--- src/rtl/sha1md_pkg.sv ---
// ----------------------------------------------------------------------------
// sha1md_pkg
// shared types, constants and round functions of the sha-1 digest unit
// ----------------------------------------------------------------------------
package sha1md_pkg;

  localparam int unsigned WordW   = 32;
  localparam int unsigned SlotW   = 4;
  localparam int unsigned RoundW  = 7;
  localparam int unsigned NumVars = 5;
  localparam int unsigned Rounds  = 80;

  localparam logic [WordW-1:0] IV [NumVars] = '{
    32'h67452301, 32'hefcdab89, 32'h98badcfe, 32'h10325476, 32'hc3d2e1f0
  };

  localparam logic [WordW-1:0] K0 = 32'h5a827999;
  localparam logic [WordW-1:0] K1 = 32'h6ed9eba1;
  localparam logic [WordW-1:0] K2 = 32'h8f1bbcdc;
  localparam logic [WordW-1:0] K3 = 32'hca62c1d6;

  localparam logic [WordW-1:0] MarkWord = 32'h80000000;
  localparam logic [7:0]       PadByte  = 8'h80;

  localparam logic [SlotW-1:0]  SlotLast    = 4'd15;
  localparam logic [SlotW-1:0]  SlotBeforeL = 4'd13;
  localparam logic [SlotW-1:0]  SlotLenHi   = 4'd14;
  localparam logic [RoundW-1:0] RoundLast   = 7'(Rounds - 1);

  typedef enum logic [3:0] {
    ST_IDLE,
    ST_MARK,
    ST_ZERO,
    ST_LEN_HI,
    ST_LEN_LO,
    ST_ROUND,
    ST_FOLD,
    ST_OUT
  } state_t;

  typedef enum logic [2:0] {
    WSEL_DATA,
    WSEL_MARK,
    WSEL_ZERO,
    WSEL_LEN_HI,
    WSEL_LEN_LO
  } wsel_t;

  typedef struct packed {
    logic  push;
    wsel_t wsel;
    logic  count;
    logic  load;
    logic  round;
    logic  fold;
    logic  pop;
    logic  restart;
  } cmd_t;

  typedef struct packed {
    logic [SlotW-1:0] slot;
    logic             last_full;
    logic             round_last;
    logic             out_last;
  } stat_t;

  // final word: keep valid bytes, append the 0x80 marker when room remains
  function automatic logic [WordW-1:0] pad_word(input logic [WordW-1:0] data,
                                                input logic [2:0] cnt);
    logic [WordW-1:0] w;
    begin
      case (cnt)
        3'd0:    w = {PadByte, 24'h0};
        3'd1:    w = {data[31:24], PadByte, 16'h0};
        3'd2:    w = {data[31:16], PadByte, 8'h0};
        3'd3:    w = {data[31:8], PadByte};
        default: w = data;
      endcase
      return w;
    end
  endfunction

  function automatic logic [WordW-1:0] round_f(input logic [RoundW-1:0] t,
                                               input logic [WordW-1:0] b,
                                               input logic [WordW-1:0] c,
                                               input logic [WordW-1:0] d);
    logic [WordW-1:0] f;
    begin
      if (t < 7'd20) begin
        f = d ^ (b & (c ^ d));
      end else if (t < 7'd40) begin
        f = b ^ c ^ d;
      end else if (t < 7'd60) begin
        f = (b & c) | (d & (b | c));
      end else begin
        f = b ^ c ^ d;
      end
      return f;
    end
  endfunction

  function automatic logic [WordW-1:0] round_k(input logic [RoundW-1:0] t);
    logic [WordW-1:0] k;
    begin
      if (t < 7'd20) begin
        k = K0;
      end else if (t < 7'd40) begin
        k = K1;
      end else if (t < 7'd60) begin
        k = K2;
      end else begin
        k = K3;
      end
      return k;
    end
  endfunction

endpackage

--- src/rtl/sha1md_datapath.sv ---
// ----------------------------------------------------------------------------
// sha1md_datapath
// schedule window, round variables, chain value, byte count and digest mux
// ----------------------------------------------------------------------------
module sha1md_datapath
  import sha1md_pkg::*;
(
  input  logic             clk,
  input  logic             rst,
  input  cmd_t             cmd,
  output stat_t            stat,
  input  logic [WordW-1:0] data_word,
  input  logic [2:0]       byte_count,
  input  logic             is_last,
  output logic [WordW-1:0] digest_word,
  output logic             digest_end
);

  logic [WordW-1:0]  chain [NumVars];
  logic [WordW-1:0]  vars  [NumVars];
  logic [WordW-1:0]  sched [16];
  logic [63:0]       message_bytes;
  logic [SlotW-1:0]  word_slot;
  logic [RoundW-1:0] round_number;
  logic [2:0]        out_idx;

  logic [WordW-1:0] push_word;
  logic [WordW-1:0] w_mix;
  logic [WordW-1:0] w_new;
  logic [WordW-1:0] tmp;
  logic [63:0]      bit_len;
  logic [3:0]       add_bytes;
  logic [2:0]       sat_cnt;

  assign sat_cnt   = byte_count[2] ? 3'd4 : byte_count;
  assign add_bytes = is_last ? {1'b0, sat_cnt} : 4'd4;
  assign bit_len   = {message_bytes[60:0], 3'b000};

  always_comb begin
    case (cmd.wsel)
      WSEL_DATA:   push_word = is_last ? pad_word(data_word, sat_cnt) : data_word;
      WSEL_MARK:   push_word = MarkWord;
      WSEL_LEN_HI: push_word = bit_len[63:32];
      WSEL_LEN_LO: push_word = bit_len[31:0];
      default:     push_word = '0;
    endcase
  end

  // next schedule word, window holds w[t] .. w[t+15]
  assign w_mix = sched[0] ^ sched[2] ^ sched[8] ^ sched[13];
  assign w_new = {w_mix[30:0], w_mix[31]};
  assign tmp   = {vars[0][26:0], vars[0][31:27]}
               + round_f(round_number, vars[1], vars[2], vars[3])
               + vars[4] + round_k(round_number) + sched[0];

  always_ff @(posedge clk) begin
    if (cmd.push) begin
      for (int i = 0; i < 15; i++) begin
        sched[i] <= sched[i+1];
      end
      sched[15] <= push_word;
    end else if (cmd.round) begin
      for (int i = 0; i < 15; i++) begin
        sched[i] <= sched[i+1];
      end
      sched[15] <= w_new;
    end
  end

  always_ff @(posedge clk) begin
    if (cmd.load) begin
      for (int i = 0; i < NumVars; i++) begin
        vars[i] <= chain[i];
      end
    end else if (cmd.round) begin
      vars[0] <= tmp;
      vars[1] <= vars[0];
      vars[2] <= {vars[1][1:0], vars[1][31:2]};
      vars[3] <= vars[2];
      vars[4] <= vars[3];
    end
  end

  always_ff @(posedge clk) begin
    if (rst || cmd.restart) begin
      for (int i = 0; i < NumVars; i++) begin
        chain[i] <= IV[i];
      end
    end else if (cmd.fold) begin
      for (int i = 0; i < NumVars; i++) begin
        chain[i] <= chain[i] + vars[i];
      end
    end
  end

  always_ff @(posedge clk) begin
    if (rst || cmd.restart) begin
      message_bytes <= '0;
    end else if (cmd.count) begin
      message_bytes <= message_bytes + {60'd0, add_bytes};
    end
  end

  always_ff @(posedge clk) begin
    if (rst) begin
      word_slot <= '0;
    end else if (cmd.push) begin
      word_slot <= word_slot + 4'd1;
    end
  end

  always_ff @(posedge clk) begin
    if (rst) begin
      round_number <= '0;
    end else if (cmd.round) begin
      round_number <= (round_number == RoundLast) ? '0 : round_number + 7'd1;
    end
  end

  always_ff @(posedge clk) begin
    if (rst || cmd.restart) begin
      out_idx <= '0;
    end else if (cmd.pop) begin
      out_idx <= out_idx + 3'd1;
    end
  end

  always_comb begin
    case (out_idx)
      3'd0:    digest_word = chain[0];
      3'd1:    digest_word = chain[1];
      3'd2:    digest_word = chain[2];
      3'd3:    digest_word = chain[3];
      default: digest_word = chain[4];
    endcase
  end

  assign digest_end      = (out_idx == 3'd4);
  assign stat.slot       = word_slot;
  assign stat.last_full  = byte_count[2];
  assign stat.round_last = (round_number == RoundLast);
  assign stat.out_last   = digest_end;

endmodule

--- src/rtl/sha1md_ctrl.sv ---
// ----------------------------------------------------------------------------
// sha1md_ctrl
// sequencer for word intake, padding, compression and digest output
// ----------------------------------------------------------------------------
module sha1md_ctrl
  import sha1md_pkg::*;
(
  input  logic  clk,
  input  logic  rst,
  input  logic  in_valid,
  input  logic  in_last,
  output logic  in_ready,
  output logic  out_valid,
  input  logic  out_ready,
  input  stat_t stat,
  output cmd_t  cmd
);

  state_t state;
  state_t state_next;
  state_t ret;
  state_t ret_next;

  always_ff @(posedge clk) begin
    if (rst) begin
      state <= ST_IDLE;
      ret   <= ST_IDLE;
    end else begin
      state <= state_next;
      ret   <= ret_next;
    end
  end

  always_comb begin
    state_t succ;
    logic   pushing;
    succ       = ST_IDLE;
    pushing    = 1'b0;
    state_next = state;
    ret_next   = ret;
    case (state)
      ST_IDLE: begin
        if (in_valid) begin
          pushing = 1'b1;
          if (!in_last) begin
            succ = ST_IDLE;
          end else if (stat.last_full) begin
            succ = ST_MARK;
          end else begin
            succ = (stat.slot == SlotBeforeL) ? ST_LEN_HI : ST_ZERO;
          end
        end
      end
      ST_MARK, ST_ZERO: begin
        pushing = 1'b1;
        succ    = (stat.slot == SlotBeforeL) ? ST_LEN_HI : ST_ZERO;
      end
      ST_LEN_HI: begin
        pushing = 1'b1;
        succ    = ST_LEN_LO;
      end
      ST_LEN_LO: begin
        pushing = 1'b1;
        succ    = ST_OUT;
      end
      ST_ROUND: begin
        if (stat.round_last) begin
          state_next = ST_FOLD;
        end
      end
      ST_FOLD: begin
        state_next = ret;
      end
      ST_OUT: begin
        if (out_ready && stat.out_last) begin
          state_next = ST_IDLE;
        end
      end
      default: begin
        state_next = ST_IDLE;
      end
    endcase
    if (pushing) begin
      if (stat.slot == SlotLast) begin
        state_next = ST_ROUND;
        ret_next   = succ;
      end else begin
        state_next = succ;
      end
    end
  end

  always_comb begin
    cmd      = '0;
    cmd.wsel = WSEL_ZERO;
    case (state)
      ST_IDLE: begin
        cmd.push  = in_valid;
        cmd.count = in_valid;
        cmd.wsel  = WSEL_DATA;
      end
      ST_MARK: begin
        cmd.push = 1'b1;
        cmd.wsel = WSEL_MARK;
      end
      ST_ZERO: begin
        cmd.push = 1'b1;
      end
      ST_LEN_HI: begin
        cmd.push = 1'b1;
        cmd.wsel = WSEL_LEN_HI;
      end
      ST_LEN_LO: begin
        cmd.push = 1'b1;
        cmd.wsel = WSEL_LEN_LO;
      end
      ST_ROUND: begin
        cmd.round = 1'b1;
      end
      ST_FOLD: begin
        cmd.fold = 1'b1;
      end
      ST_OUT: begin
        cmd.pop     = out_ready;
        cmd.restart = out_ready && stat.out_last;
      end
      default: begin
        cmd.push = 1'b0;
      end
    endcase
    cmd.load = cmd.push && (stat.slot == SlotLast);
  end

  assign in_ready  = (state == ST_IDLE);
  assign out_valid = (state == ST_OUT);

`ifndef SYNTH
  a_no_overlap: assert property (@(posedge clk) disable iff (rst)
    !(in_ready && out_valid))
    else $error("input and output open together");

  a_round_to_fold: assert property (@(posedge clk) disable iff (rst)
    (state == ST_ROUND && stat.round_last) |=> (state == ST_FOLD))
    else $error("compression did not end in fold");

  a_len_slot: assert property (@(posedge clk) disable iff (rst)
    (state == ST_LEN_HI) |-> (stat.slot == SlotLenHi))
    else $error("length pushed at wrong slot");

  a_done_idle: assert property (@(posedge clk) disable iff (rst)
    (out_valid && out_ready && stat.out_last) |=> (in_ready && stat.slot == '0))
    else $error("digest end not followed by clean idle");
`endif

endmodule

--- src/rtl/sha1_message_digest_unit.sv ---
// ----------------------------------------------------------------------------
// sha1_message_digest_unit
// sha-1 digest over a byte message delivered in 32-bit words
// ----------------------------------------------------------------------------
// Words arrive first byte in bits 31..24; byte_count in tuser only matters on
// the tlast word (values above four count as four). A word is taken whenever
// the unit is idle; every sixteenth word starts a compression, one round per
// cycle, followed by a fold into the chain value, and no word is taken until
// the fold is done. After the last word the padding words go in one per cycle
// outside compressions, with one or two compressions in all, then the digest
// words A to E are offered in five items, tlast on E. No new input is taken
// until E has been delivered.
module sha1_message_digest_unit
  import sha1md_pkg::*;
(
  input  logic        clk,
  input  logic        rst,
  input  logic        s_axis_tvalid,
  output logic        s_axis_tready,
  input  logic [31:0] s_axis_tdata,   // data_word
  input  logic [2:0]  s_axis_tuser,   // byte_count
  input  logic        s_axis_tlast,   // is_last
  output logic        m_axis_tvalid,
  input  logic        m_axis_tready,
  output logic [31:0] m_axis_tdata,   // digest_word
  output logic        m_axis_tlast    // digest_end
);

  cmd_t  cmd;
  stat_t stat;

  sha1md_ctrl u_ctrl (
    .clk       (clk),
    .rst       (rst),
    .in_valid  (s_axis_tvalid),
    .in_last   (s_axis_tlast),
    .in_ready  (s_axis_tready),
    .out_valid (m_axis_tvalid),
    .out_ready (m_axis_tready),
    .stat      (stat),
    .cmd       (cmd)
  );

  sha1md_datapath u_datapath (
    .clk         (clk),
    .rst         (rst),
    .cmd         (cmd),
    .stat        (stat),
    .data_word   (s_axis_tdata),
    .byte_count  (s_axis_tuser),
    .is_last     (s_axis_tlast),
    .digest_word (m_axis_tdata),
    .digest_end  (m_axis_tlast)
  );

endmodule
--- config.mk ---
export PLATFORM = sky130hd
export DESIGN_NAME = sha1_message_digest_unit
export DESIGN_NICKNAME = d
export VERILOG_FILES = /design/src/rtl/sha1md_pkg.sv /design/src/rtl/sha1md_datapath.sv /design/src/rtl/sha1md_ctrl.sv /design/src/rtl/sha1_message_digest_unit.sv
export SDC_FILE = /design/constraint.sdc
export NUM_CORES = 2
export LEC_CHECK = 0
export BUFFER_PORTS_ARGS = -buffer_cell sky130_fd_sc_hd__buf_2
export CAP_MARGIN = 40
export CORE_MARGIN = 5
export CORE_UTILIZATION = 65
export CTS_BUF_LIST = sky130_fd_sc_hd__clkbuf_8
export DETAILED_ROUTE_END_ITERATION = 7
export GPL_TIMING_DRIVEN = 0
export PLACE_DENSITY = 0.88
export SKIP_CTS_REPAIR_TIMING = 1
export SLEW_MARGIN = 20
export SYNTH_ARGS = -nofsm -noshare
export SYNTH_HDL_FRONTEND = slang
export SYNTH_SLANG_ARGS = --single-unit
--- constraint.sdc ---
create_clock -name clk -period 16.3 [get_ports clk]
set_input_delay 0.815 -clock clk [delete_from_list [all_inputs] [get_ports clk]]
set_output_delay 0.815 -clock clk [all_outputs]
set_load 0.1 [all_outputs]
==> flow_summary.json <==
{
  "grt_pass1_vias": 34622,
  "grt_util_all_layers_pct": 35.6,
  "finalSetupTns_ns": 0,
  "clock_path_buffers": 3,
  "setup_viol": 0,
  "via_count": 36138,
  "powerDensity_nw_per_um2": 117,
  "async_flop_share_pct": 0,
  "violations": "DRC",
  "yosys.area.top_type": "edfxtp_1",
  "dp_slack_ns": 9.80,
  "wl_per_cell_um": 26.1,
  "hold_start": "u_datapath.sched[0][339]",
  "leakage_nw": 20.9,
  "die_h_um": 281,
  "synth_cells": 4123,
  "r2r-start": "u_datapath.round_number[3]",
  "post-route-drc-count": 22,
  "drive_gt1_share_pct": 8.08,
  "skew_ns": 0.0660,
  "seqCellArea_um2": 26600,
  "relSlewSlack_pct": 36.4,
  "coreArea_um2": 73000,
  "timing.hold.ws_ns": 0.404,
  "grt_overflow": 0,
  "area_growth_pct": 11.0,
  "die-area_um2": 79000,
  "syn_area_um2": 47800,
  "gp_congestion": 1.04,
  "post-route-min-period_ns": 6.98,
  "drt_first_pass_iters": 8,
  "arrival_ns": 7.59,
  "grt_pass1_wl_um": 210000,
  "dr.first_iter.drc_count": 5596,
  "cts_max_level": 4,
  "timing.fmax_mhz": 143,
  "synth_nets": 4491,
  "ys_seq_area_share_pct": 55.7,
  "synth_cell_type_count": 89,
  "nFillCells": 4761,
  "critPathKind": "reg2reg",
  "cts_made_buffers": 147,
  "start_util_pct": 65.5,
  "rsz0062_at_grt": "no",
  "end_kind": "flip-flop",
  "nNetsFinal": 4756,
  "ant_nets": 0,
  "synthFlopType": "edfxtp_1",
  "final_common_cell": "edfxtp_1",
  "worstSetupStartpoint": "u_datapath.round_number[3]",
  "synth.area.top_cells": "edfxtp_1 (52%), ha_1 (5.5%), fa_1 (4.9%)",
  "cp.required_ns": 16.91,
  "hpwlAfterDp_um": 105000,
  "synth.top_cell.area_share_pct": 52.3,
  "die_x_um": 281,
  "synth_edf_count": 832,
  "grt_max_degree": 62,
  "ioPinCount": 75,
  "fin_crit_sh_pct": 42.8,
  "clkSinkCount": 913,
  "multi_input_area_um2": 19600,
  "synth_area_per_cell_um2": 11.6,
  "layout_setup_ws_ns": 9.32,
  "cp_max_fo": 10,
  "antenna_found_initial": 6,
  "clk_pin_slew_ns": 0.06,
  "vias_per_cell": 6.61,
  "root_buffer": "clkbuf_8",
  "final_cell_mix": "edfxtp_1 (832), nand2_1 (549), inv_1 (314)",
  "finalHoldViolations": 0,
  "slew_viol_final": 0,
  "clkLatencyLatePin_ns": 0.84,
  "ys_warn_count": 0,
  "holdCritPathClass": "reg2reg",
  "port_buffers": 74,
  "yosys_register_bits": 913,
  "post-route-util_pct": 72.7,
  "outcome": "finished, violations left",
  "dp_cells": 5196,
  "wl_um": 143000,
  "rows": 99,
  "cts_tree": "done",
  "critPathLaunchType": "flip-flop",
  "drv_cap": 0,
  "vdd_drop_max_uv": 133,
  "worst_pin_slew_ns": 0.950,
  "final-instance-count-excl-fill": 5465
}
worst paths after layout:
check | to | slack [ns] | depth (start not counted)
hold reg to reg | u_datapath.sched[0][307] | 0.40 | 0
setup reg to reg | u_datapath.vars[0][21] | 9.32 | 22
hold / removal | u_datapath.sched[0][307] | 0.40 | 0
setup / recovery | u_datapath.vars[0][21] | 9.32 | 22
cells in the mapped netlist (all sizes together) (12+ instances only):
cell    count
o21ai     190
clkbuf    127
nand2     551
a21o      113
a22oi      69
mux2i      41
nor4       12
dfxtp      81
o31ai      14
edfxtp    832
and2       27
and3       37
buf        18
nand3      59
a221o      20
nor2b      32
o211ai     17
a31oi      60
nor3       55
o22ai      35
xor2      105
nand2b     25
a222oi     28
or3        27
o21a       34
a211oi     33
xnor2     192
o21bai     25
a221oi     15
ha        210
fa        118
nand4      45
inv       277
nor2      300
a21oi     174
final cells by class:
| class | count | share of cell area [%] |
|---|---|---|
| Antenna cell | 3 | 0.0142 |
| Tap cell | 959 | 2.26 |
| Clock buffer | 153 | 3.97 |
| Multi-Input combinational cell | 2787 | 37.0 |
| Sequential cell | 913 | 50.2 |
| Inverter | 278 | 1.97 |
| Timing Repair Buffer | 116 | 2.18 |
| Clock inverter | 111 | 1.44 |
| Buffer | 145 | 1.05 |
critical path, cell delays in order (launching register included):
cell and delay (ns):
dfxtp_1 0.33, clkbuf_1 0.31, o21ai_0 0.12, nand2_1 0.49, inv_1 0.50, nor2_2 0.33
inv_2 0.22, clkbuf_1 0.39, o21ai_0 0.48, ha_1 0.26, inv_1 0.06, fa_1 0.47
inv_1 0.04, ha_1 0.23, fa_1 0.44, a211oi_1 0.33, nor2_1 0.13, o221ai_1 0.31
a21oi_1 0.21, o311ai_1 0.46, a211oi_1 0.20, o21a_1 0.22, o31ai_1 0.25
per-layer routing:
layer / vias to the layer above / GRT usage, % / share of wire, % / routed length [um]
met2: 2713 / 51.7 / 43 / 60900
met1: 17213 / 47.4 / 37 / 52300
met3: 643 / 8.78 / 12 / 16900
met4: 6 / 25.1 / 8.8 / 12500
met5: - / 0 / 0.11 / 161
li1: 15563 / - / - / -
kinds of logic after synthesis:
family | share of synthesized area [%]
simple gates | 11.5
mux | 0.930
buf+inv | 3.35
xor+xnor | 5.44
fa+ha+maj | 10.4
flops | 55.7
compound gates | 12.7
sequential cells by signal (all words and copies together), names as in the netlist:
signal / count
u_ctrl.ret: 3
u_ctrl.state: 3
u_datapath.round_number: 7
u_datapath.vars: 160
u_datapath.out_idx: 3
u_datapath.word_slot: 4
u_datapath.message_bytes: 61
u_datapath.sched: 512
u_datapath.chain: 160
power breakdown:
group          internal, mW  total [mW]  switching [mW]
logic                 0.398        1.08           0.680
registers              2.98        3.15           0.165
clock network         0.998        1.97           0.975
total                  4.38        6.20            1.82
stage by stage:
stage / power (mW) / cell area [um2]
finish: 6.20 / 53000
global placement: 4.25 / 49400
detailed placement: 4.22 / 50200
floorplan: 3.95 / 47800
global route: 6.44 / 53000
CTS: 6.19 / 53000
Power figures use the tool's default switching activity.
